==> config.mk <==
export PLATFORM = sky130hd
export DESIGN_NAME = ipv4_longest_prefix_route_table_unit
export DESIGN_NICKNAME = d
export VERILOG_FILES = /design/src/sv/iplpr_pkg.sv /design/src/sv/ipv4_longest_prefix_route_table_unit.sv
export SDC_FILE = /design/constraint.sdc
export NUM_CORES = 2
export LEC_CHECK = 0
export BUFFER_PORTS_ARGS = -buffer_cell sky130_fd_sc_hd__buf_2
export CORE_AREA = 2 2 444 446
export CTS_BUF_LIST = sky130_fd_sc_hd__clkbuf_4
export DETAILED_ROUTE_END_ITERATION = 6
export DIE_AREA = 0 0 446 448
export GPL_TIMING_DRIVEN = 0
export SLEW_MARGIN = 30
export SYNTH_ARGS = -nofsm -noshare
export SYNTH_HDL_FRONTEND = slang
export SYNTH_SLANG_ARGS = --single-unit
==> constraint.sdc <==
create_clock -name aclk -period 6 [get_ports aclk]
set_input_delay 1.5 -clock aclk [delete_from_list [all_inputs] [get_ports aclk]]
set_output_delay 1.5 -clock aclk [all_outputs]
set_load 0.02 [all_outputs]
==> src/sv/iplpr_pkg.sv <==
// types and constants of the ipv4 longest-prefix route table
// no dependencies
package iplpr_pkg;

    localparam int unsigned ROUTE_ENTRIES_DEF = 16;
    localparam logic [5:0] MAX_PREFIX = 6'd32;
    localparam logic [31:0] ALL_ONES = 32'hFFFF_FFFF;

    typedef enum logic [2:0] {
        ACT_ADD = 3'd0,
        ACT_REMOVE = 3'd1,
        ACT_REMOVE_IF = 3'd2,
        ACT_FIND = 3'd3,
        ACT_GET_GW = 3'd4,
        ACT_EXISTS = 3'd5
    } action_t;

    typedef enum logic [1:0] {
        ST_OK = 2'd0,
        ST_FULL = 2'd1,
        ST_ARG = 2'd2
    } status_t;

    typedef enum logic [2:0] {
        S_IDLE,
        S_SCAN,
        S_SHIFT_UP,
        S_SHIFT_DOWN,
        S_OUT
    } state_t;

    typedef struct packed {
        logic [31:0] dest;
        logic [31:0] gateway;
        logic [5:0] prefix;
        logic [7:0] flags;
        logic [3:0] iface;
    } route_t;

    function automatic logic [31:0] mask_of(input logic [5:0] plen);
        logic [31:0] m;
        m = '0;
        if (plen >= MAX_PREFIX) begin
            m = ALL_ONES;
        end else if (plen != 6'd0) begin
            m = ~(ALL_ONES >> plen[4:0]);
        end
        return m;
    endfunction

endpackage

==> src/sv/ipv4_longest_prefix_route_table_unit.sv <==
// Route table of ROUTE_ENTRIES ipv4 routes kept sorted by prefix length, longest first.
// One compare unit scans the stored routes one entry per cycle, and an insert or delete
// then moves entries one per cycle. A word with a bad argument goes straight to the result;
// remove by interface scans on after each deleted route. A result waits while
// m_axis_tready is low. s_axis_tready is high only when idle.
// Depends on iplpr_pkg.
module ipv4_longest_prefix_route_table_unit #(
    parameter int unsigned ROUTE_ENTRIES = iplpr_pkg::ROUTE_ENTRIES_DEF
) (
    input  logic         aclk,
    input  logic         aresetn,
    input  logic         s_axis_tvalid,
    output logic         s_axis_tready,
    // action[2:0], dest_addr[34:3], prefix_length[40:35], gateway_addr[72:41],
    // iface_id[76:73], flag_bits[84:77], zero fill to 88
    input  logic [87:0]  s_axis_tdata,
    output logic         m_axis_tvalid,
    input  logic         m_axis_tready,
    // status[1:0], hit[2], hit_iface[6:3], hit_gateway[38:7], hit_dest[70:39],
    // hit_prefix[76:71], hit_flags[84:77], zero fill to 88
    output logic [87:0]  m_axis_tdata
);
    localparam int IW = (ROUTE_ENTRIES > 1) ? $clog2(ROUTE_ENTRIES) : 1;
    localparam int CW = $clog2(ROUTE_ENTRIES + 1);
    localparam logic [CW-1:0] FULL_CNT = CW'(ROUTE_ENTRIES);

    iplpr_pkg::route_t table_mem [ROUTE_ENTRIES];

    iplpr_pkg::state_t state_reg, state_next;
    logic [CW-1:0] count_reg, count_next;
    logic [CW-1:0] idx_reg, idx_next;
    logic [CW-1:0] pos_reg, pos_next;
    logic [2:0]  act_reg;
    logic [31:0] dest_reg, gw_reg;
    logic [5:0]  plen_reg;
    logic [3:0]  if_reg;
    logic [7:0]  fl_reg;
    logic [1:0]  status_reg, status_next;
    logic        hit_reg, hit_next;
    iplpr_pkg::route_t hit_route_reg, hit_route_next;
    logic        found_reg, found_next;

    // one compare unit on the entry under the scan index
    iplpr_pkg::route_t cur;
    logic [31:0] cur_mask, in_mask;
    logic in_range, exact_m, route_m, flag_m;
    logic [IW-1:0] idx_a;

    assign idx_a = idx_reg[IW-1:0];
    assign in_range = idx_reg < count_reg;
    assign cur = table_mem[idx_a];
    assign cur_mask = iplpr_pkg::mask_of(cur.prefix);
    assign in_mask = iplpr_pkg::mask_of(plen_reg);
    assign exact_m = (cur.prefix == plen_reg) && ((cur.dest & in_mask) == (dest_reg & in_mask))
        && ((if_reg == 4'd0) || (cur.iface == if_reg));
    assign route_m = (dest_reg & cur_mask) == (cur.dest & cur_mask);
    assign flag_m = (cur.flags & fl_reg) == fl_reg;

    logic [2:0] in_act;
    logic [5:0] in_plen;
    logic [3:0] in_if;
    logic       in_bad;
    assign in_act = s_axis_tdata[2:0];
    assign in_plen = s_axis_tdata[40:35];
    assign in_if = s_axis_tdata[76:73];
    always_comb begin
        case (in_act)
            iplpr_pkg::ACT_ADD: in_bad = (in_if == 4'd0) || (in_plen > iplpr_pkg::MAX_PREFIX);
            iplpr_pkg::ACT_REMOVE: in_bad = in_plen > iplpr_pkg::MAX_PREFIX;
            iplpr_pkg::ACT_REMOVE_IF, iplpr_pkg::ACT_FIND: in_bad = 1'b0;
            iplpr_pkg::ACT_GET_GW, iplpr_pkg::ACT_EXISTS: in_bad = in_if == 4'd0;
            default: in_bad = 1'b1;
        endcase
    end

    // next state
    always_comb begin
        state_next = state_reg;
        case (state_reg)
            iplpr_pkg::S_IDLE: begin
                if (s_axis_tvalid) begin
                    state_next = in_bad ? iplpr_pkg::S_OUT : iplpr_pkg::S_SCAN;
                end
            end
            iplpr_pkg::S_SCAN: begin
                if (!in_range) begin
                    if (act_reg == iplpr_pkg::ACT_ADD && count_reg != FULL_CNT) begin
                        state_next = iplpr_pkg::S_SHIFT_UP;
                    end else begin
                        state_next = iplpr_pkg::S_OUT;
                    end
                end else begin
                    case (act_reg)
                        iplpr_pkg::ACT_ADD: if (exact_m) state_next = iplpr_pkg::S_OUT;
                        iplpr_pkg::ACT_REMOVE: if (exact_m) state_next = iplpr_pkg::S_SHIFT_DOWN;
                        iplpr_pkg::ACT_REMOVE_IF:
                            if (cur.iface == if_reg && flag_m) state_next = iplpr_pkg::S_SHIFT_DOWN;
                        iplpr_pkg::ACT_FIND:
                            if (cur.iface != 4'd0 && route_m) state_next = iplpr_pkg::S_OUT;
                        iplpr_pkg::ACT_GET_GW:
                            if (cur.iface == if_reg && route_m) state_next = iplpr_pkg::S_OUT;
                        iplpr_pkg::ACT_EXISTS:
                            if (cur.iface == if_reg && flag_m) state_next = iplpr_pkg::S_OUT;
                        default: state_next = iplpr_pkg::S_OUT;
                    endcase
                end
            end
            iplpr_pkg::S_SHIFT_UP: begin
                if (idx_reg == pos_reg) state_next = iplpr_pkg::S_OUT;
            end
            iplpr_pkg::S_SHIFT_DOWN: begin
                if (idx_reg + CW'(1) >= count_reg) begin
                    state_next = (act_reg == iplpr_pkg::ACT_REMOVE_IF) ? iplpr_pkg::S_SCAN
                                                                      : iplpr_pkg::S_OUT;
                end
            end
            iplpr_pkg::S_OUT: begin
                if (m_axis_tready) state_next = iplpr_pkg::S_IDLE;
            end
            default: state_next = iplpr_pkg::S_IDLE;
        endcase
    end

    // datapath next values
    always_comb begin
        idx_next = idx_reg;
        pos_next = pos_reg;
        count_next = count_reg;
        status_next = status_reg;
        hit_next = hit_reg;
        hit_route_next = hit_route_reg;
        found_next = found_reg;
        case (state_reg)
            iplpr_pkg::S_IDLE: begin
                idx_next = '0;
                found_next = 1'b0;
                hit_next = 1'b0;
                hit_route_next = '0;
                status_next = in_bad ? iplpr_pkg::ST_ARG : iplpr_pkg::ST_OK;
                pos_next = count_reg;
            end
            iplpr_pkg::S_SCAN: begin
                if (!in_range) begin
                    if (act_reg == iplpr_pkg::ACT_ADD) begin
                        if (count_reg == FULL_CNT) begin
                            status_next = iplpr_pkg::ST_FULL;
                        end else begin
                            idx_next = count_reg;
                        end
                    end
                end else begin
                    idx_next = idx_reg + CW'(1);
                    case (act_reg)
                        iplpr_pkg::ACT_ADD: begin
                            if (!found_reg && plen_reg > cur.prefix) begin
                                found_next = 1'b1;
                                pos_next = idx_reg;
                            end
                            if (exact_m) found_next = 1'b1;
                        end
                        iplpr_pkg::ACT_REMOVE, iplpr_pkg::ACT_REMOVE_IF: begin
                            if (state_next == iplpr_pkg::S_SHIFT_DOWN) idx_next = idx_reg;
                        end
                        default: begin
                            if (state_next == iplpr_pkg::S_OUT) begin
                                hit_next = 1'b1;
                                hit_route_next = cur;
                            end
                        end
                    endcase
                end
            end
            iplpr_pkg::S_SHIFT_UP: begin
                if (idx_reg == pos_reg) count_next = count_reg + CW'(1);
                else idx_next = idx_reg - CW'(1);
            end
            iplpr_pkg::S_SHIFT_DOWN: begin
                if (idx_reg + CW'(1) >= count_reg) begin
                    count_next = count_reg - CW'(1);
                    idx_next = pos_reg;
                end else begin
                    idx_next = idx_reg + CW'(1);
                end
            end
            default: ;
        endcase
        // deletion resumes the scan where it began
        if (state_reg == iplpr_pkg::S_SCAN && state_next == iplpr_pkg::S_SHIFT_DOWN) begin
            pos_next = idx_reg;
        end
        // the found flag records the first longer-prefix slot, exact match ends in S_OUT
        if (state_reg == iplpr_pkg::S_SCAN && in_range && act_reg == iplpr_pkg::ACT_ADD
            && found_reg && !exact_m) begin
            found_next = 1'b1;
        end
    end

    // table writes
    logic [IW-1:0] idx_m1, idx_p1;
    assign idx_m1 = idx_a - IW'(1);
    assign idx_p1 = idx_a + IW'(1);
    always_ff @(posedge aclk) begin
        if (!aresetn) begin
            for (int k = 0; k < ROUTE_ENTRIES; k++) table_mem[k] <= '0;
        end else begin
            case (state_reg)
                iplpr_pkg::S_SCAN: begin
                    if (in_range && act_reg == iplpr_pkg::ACT_ADD && exact_m) begin
                        table_mem[idx_a].gateway <= gw_reg;
                        table_mem[idx_a].flags <= fl_reg;
                    end
                end
                iplpr_pkg::S_SHIFT_UP: begin
                    if (idx_reg == pos_reg) begin
                        table_mem[idx_a] <= '{dest: dest_reg & in_mask, gateway: gw_reg,
                            prefix: plen_reg, flags: fl_reg, iface: if_reg};
                    end else begin
                        table_mem[idx_a] <= table_mem[idx_m1];
                    end
                end
                iplpr_pkg::S_SHIFT_DOWN: begin
                    if (idx_reg + CW'(1) >= count_reg) table_mem[idx_a] <= '0;
                    else table_mem[idx_a] <= table_mem[idx_p1];
                end
                default: ;
            endcase
        end
    end

    always_ff @(posedge aclk) begin
        if (!aresetn) begin
            state_reg <= iplpr_pkg::S_IDLE;
            count_reg <= '0;
            idx_reg <= '0;
            pos_reg <= '0;
            found_reg <= 1'b0;
        end else begin
            state_reg <= state_next;
            count_reg <= count_next;
            idx_reg <= idx_next;
            pos_reg <= pos_next;
            found_reg <= found_next;
        end
    end

    always_ff @(posedge aclk) begin
        status_reg <= status_next;
        hit_reg <= hit_next;
        hit_route_reg <= hit_route_next;
        if (state_reg == iplpr_pkg::S_IDLE && s_axis_tvalid) begin
            act_reg <= in_act;
            dest_reg <= s_axis_tdata[34:3];
            plen_reg <= in_plen;
            gw_reg <= s_axis_tdata[72:41];
            if_reg <= in_if;
            fl_reg <= s_axis_tdata[84:77];
        end
    end

    // outputs
    always_comb begin
        s_axis_tready = state_reg == iplpr_pkg::S_IDLE;
        m_axis_tvalid = state_reg == iplpr_pkg::S_OUT;
        m_axis_tdata = {3'b000, hit_route_reg.flags, hit_route_reg.prefix, hit_route_reg.dest,
            hit_route_reg.gateway, hit_route_reg.iface, hit_reg, status_reg};
    end

endmodule

; ---- Word-level counts from Yosys, hierarchy flattened
; Memories as Yosys holds them, arrays and structs flattened. A register that Yosys moved wholly into a read port is not among the register bits.
; Cells that the tools add are included.
[totals]
output_inout_bits = 90
n_memories = 1
reg_bits = 189
ram_bits = 1312
input_bits = 92
[op_classes]
shift = 2
order_cmp = 6
n_eq_ne = 42
n_mux = 99
addsub = 6
n_bitwise = 24
n_reduce_logical = 43
[memory_table]
columns = name, depth, word_bits, read_ports, rd_clocked_by_memory_dff, write_ports, line
row1 = table_mem, 16, 82, 3, 1, 16, ipv4_longest_prefix_route_table_unit.sv:27  ; iplpr_pkg::route_t table_mem [ROUTE_ENTRIES];
[op_table]
columns = cell, n
row1 = $mux 32, 11
row2 = $mux 82, 4
row3 = $pmux 82 s2, 1
row4 = $and 32x32->32, 4
row5 = $reduce_or 82->1, 1
row6 = $mux 5, 14
row7 = $eq 32x32->1, 2
row8 = $not 32->32, 2
row9 = $shr 32x5->32 const A, 2
row10 = $mux 3, 14
row11 = $mux 8, 4
row12 = $mux 1, 29
row13 = $mux 4, 6
row14 = $eq 3x2->1 const B, 7
row15 = $pmux 5 s2, 2
row16 = $pmux 5 s4, 1
row17 = $eq 3x3->1 const B, 6
row18 = $mux 6, 3
row19 = $pmux 3 s6, 1
row20 = $or 1x1->1, 17
row21 = $ne 2x2->1 const B, 8
row22 = $reduce_and 4->1, 4
row23 = $logic_and 1x1->1, 15
row24 = $pmux 3 s5, 1
row25 = other kinds (39), 63

; ---- Longest topological paths before layout
[depth]
word_depth = 19
depth_mapped = 23

; ---- Least setup slack after synthesis
; No wires, ideal clock.
[synth_timing]
kind = register -> register
startpoint = reg with a tool-made name
endpoint = reg hit_reg (enable)
synth_period_minus_slack_ns = 6.154
required_time_ns = 5.562
arrival_ns = 5.716
path_stages_with_launch = 19
setup_slack_ns = -0.154
n_path_buf = 4
cell_sequence = dfxtp_1 -> buf_2 -> buf_2 -> buf_2 -> buf_2 -> mux4_2 -> a22o_1 -> nor2_2 -> ha_1 -> nand4_1 -> nor2_1 -> o31ai_1 -> a311o_1 -> nor4_1 -> nand4_1 -> nor3_1 -> a21oi_1 -> o32ai_1 -> o211a_1
[synth_lines]
columns = item, line
row1 = to (signal assigned), ipv4_longest_prefix_route_table_unit.sv:248  ; hit_reg <= hit_next;
row2 = to (decl), ipv4_longest_prefix_route_table_unit.sv:39  ; logic hit_reg, hit_next;

==> impl_results.md <==
* Status: complete, but fails checks
* Failing checks: setup timing
* Post-synth EDFFs at 1482
* Synth warn at 0
* Clk buf depth at 4
* Setup TNS at -18980 ps
* Crit path max fanout at 10
* Area delta synth->final at 16.8%
* Slew margin rel. at 0.133
* Switching Fraction at 0.304
* Pin count of the biggest net entering global routing at 59
* Slew Limit Fails at 0
* Tmin final at 6230 ps
* Startpoint types: flip-flop
* Most flops, register: table_mem
* Die ar. at 0.200 mm2
* Post-place instance area at 0.0942 mm2
* Commonest non-fill, non-tap cell in the layout: edfxtp_1
* Leading cell types in the layout, fill and taps excluded: edfxtp_1, nor2_1, mux4_2
* Final worst slack at -225 ps
* First-pass GRT wire length at 583000 um
* Total power draw at 26200 uW
* Initial antenna violation count at 30
* Combinational power share at 0.165
* I/O pin count at 182
* CTS tree: yes
* Starting Density at 0.449
* DRT Wirelength at 439000 um
* Hold-fix buffers, CTS at 0
* Flop pwr share at 0.473
* Post-DRT Antenna Nets at 0
* Synth cell types at 80
* Initial DRC count at 14100
* Final instance area at 0.102 mm2
* Global route overflow at 0
* Number of I/O port buffers at 175
* Layout Skew at 197 ps
* CTS Buf Count at 422
* Drt drc at 0
* Int Pwr at 18200 uW
* Async S/R FF share, synth at 0
* Vias in the first global route at 69600
* Clock power frac at 0.362
* Part of the cycle the worst path needs at 1.04
* Layout Nets at 6982
* Area of the core at 0.195 mm2
* Vias at 72000
* WHS at 134 ps
* Sequential area share after synthesis at 0.514
* Synth Flop Type: edfxtp_1
* Fraction of layout cells with a size suffix above 1 at 0.384
* Gpl congestion at 1.04
* H-Tree Level Count at 5
* Seq cells post-synth at 1505
* Crit end category: flip-flop
* Syn Inst Count at 6075
* Fmax at 161 MHz
* Tot GR Track Use at 0.436
* Number of hold violations in the final report at 0
* Root buf cell: clkbuf_4
* Vias/cell at 7.39
* Reg clk slew, reported paths at 70 ps
* DIE WIDTH at 446 um
* Max reg flops at 1312
* Max cap viols at 0
* Synthesized area per cell at 14.4 um2
* Leakage at 0.0364 uW
* CP arrival at 7340 ps
* Critical path class: reg -> reg
* Die height at 448 um
* CTS Sinks at 1505
* Min-delay worst type: in -> reg
* Cell Pwr Density at 256 mW/mm2
* Hpwl dp at 294000 um
* Wire per inst at 45.0 um
* Std-Cell Rows at 162
* Skew-Pair Late Insertion Delay at 1600 ps
* Worst-Margin Slew at 1300 ps
* Drt first pass iters at 7
* Max rail drop VDD at 186 uV
* Final setup vio count at 258
* Synthesized area at 0.0874 mm2
* Required @ worst endpoint at 7120 ps
* Sw power at 7960 uW
==> cell usage after synthesis, types with 5 or more instances <==
master	number	area [um2]
nand3b_1	10	75.1
a22oi_1	122	916
or3_1	6	37.5
nand2_1	195	732
inv_1	30	113
and3_1	12	75.1
buf_1	82	308
a21oi_1	128	641
mux2_2	83	935
a22o_1	12	105
nor3_1	23	115
nor4_1	15	93.8
clkbuf_1	418	1570
o21ai_0	120	601
nand3_4	10	175
mux2i_1	200	2000
mux4_2	1077	24300
xor2_1	31	272
a31oi_1	10	62.6
dfxtp_1	23	460
o21a_1	12	90.1
and2_1	62	388
nand4_1	10	62.6
buf_4	31	233
nand2b_1	11	68.8
a21o_1	14	105
edfxtp_1	1482	44500
o31ai_1	8	60.1
a211oi_1	14	105
or4_1	5	37.5
nor2b_1	25	156
nor2_1	1471	5520
ha_1	24	300
o22ai_1	9	56.3
buf_6	30	338
o2111ai_1	5	43.8
nand3_1	60	300
o211ai_1	12	90.1
buf_2	51	255
a221oi_1	10	87.6
xnor2_1	44	385
==> final cells by class <==
class                      instances  area (um2)
fill                           16500       92500
clock inverter                   158         778
inverter                          36         153
tap                             2542        3180
timing repair buffer             359        4120
antenna                           33        82.6
buffer                           609        3850
sequential                      1505       45000
multi-input combinational       3932       40700
clock buffer                     571        4290
==> timing repair <==
item / CTS / global route
resized for setup: 382 / 32
buffers inserted: 54 / 32
pin swaps: 8 / 6
endpoints found under the setup margin: 2090 / 1120
gates cloned: 14 / 1
==> worst paths after layout <==
kind                                  startpoint                end  slack [ps]  cells past startpoint
worst max-delay path                   flip-flop  table_mem[12][35]        -230                     18
worst min-delay path            s_axis_tdata[84]          fl_reg[7]         130                      1
worst max register to register         flip-flop  table_mem[12][35]        -230                     18
worst min register to register         found_reg          found_reg         480                      1
==> per-stage QoR <==
stage,instances,setup slack [ps],utilization
floorplan,6077,323,-
CTS,9679,6.00,0.522
global placement,8794,-6120,0.470
finish,9745,-225,0.525
global route,9721,-2.92,0.525
detailed placement,8884,-3040,0.484
==> power groups by stage <==
stage               clock network (uW)  logic, uW  registers [uW]
floorplan                            0       2160           12500
global placement                     0       3730           12600
detailed placement                   0       3920           12600
CTS                               9360       4110           12300
global route                      9870       4340           12400
finish                            9470       4330           12400
==> per-layer routing <==
layer,share of wire,global-route usage,vias to the layer above
li1,-,-,25900
met1,0.32,0.513,35800
met2,0.42,0.625,8153
met3,0.16,0.186,2202
met4,0.10,0.353,20
met5,0.00051,0,-
==> worst max-delay path, cell delays in order (launching register included) <==
cell and delay, ps:
dfxtp_2 380, buf_6 200, nor2b_1 1000, clkbuf_2 370, buf_12 210, a22oi_1 150
nand2_1 120, mux2i_1 140, a311oi_4 520, o2111ai_1 360, a2111o_1 530, or2_4 320
o21bai_4 160, buf_12 180, buf_12 190, nand3_4 170, buf_6 260, nand2_8 160
buf_4 300
==> kinds of logic after synthesis <==
| group | count (synthesis) | synth area share |
|---|---|---|
| AOI/OAI and AO/OA | 529 | 0.0397 |
| xor gates and xnor gates | 76 | 0.00770 |
| adders and majority gates | 25 | 0.00366 |
| buffers and inverters | 649 | 0.0327 |
| DFF | 1505 | 0.514 |
| muxes | 1361 | 0.311 |
| other | 1 | 0.0000429 |
| and+or+nand+nor | 1929 | 0.0908 |
No activity file was read; power rests on OpenSTA's default activity.
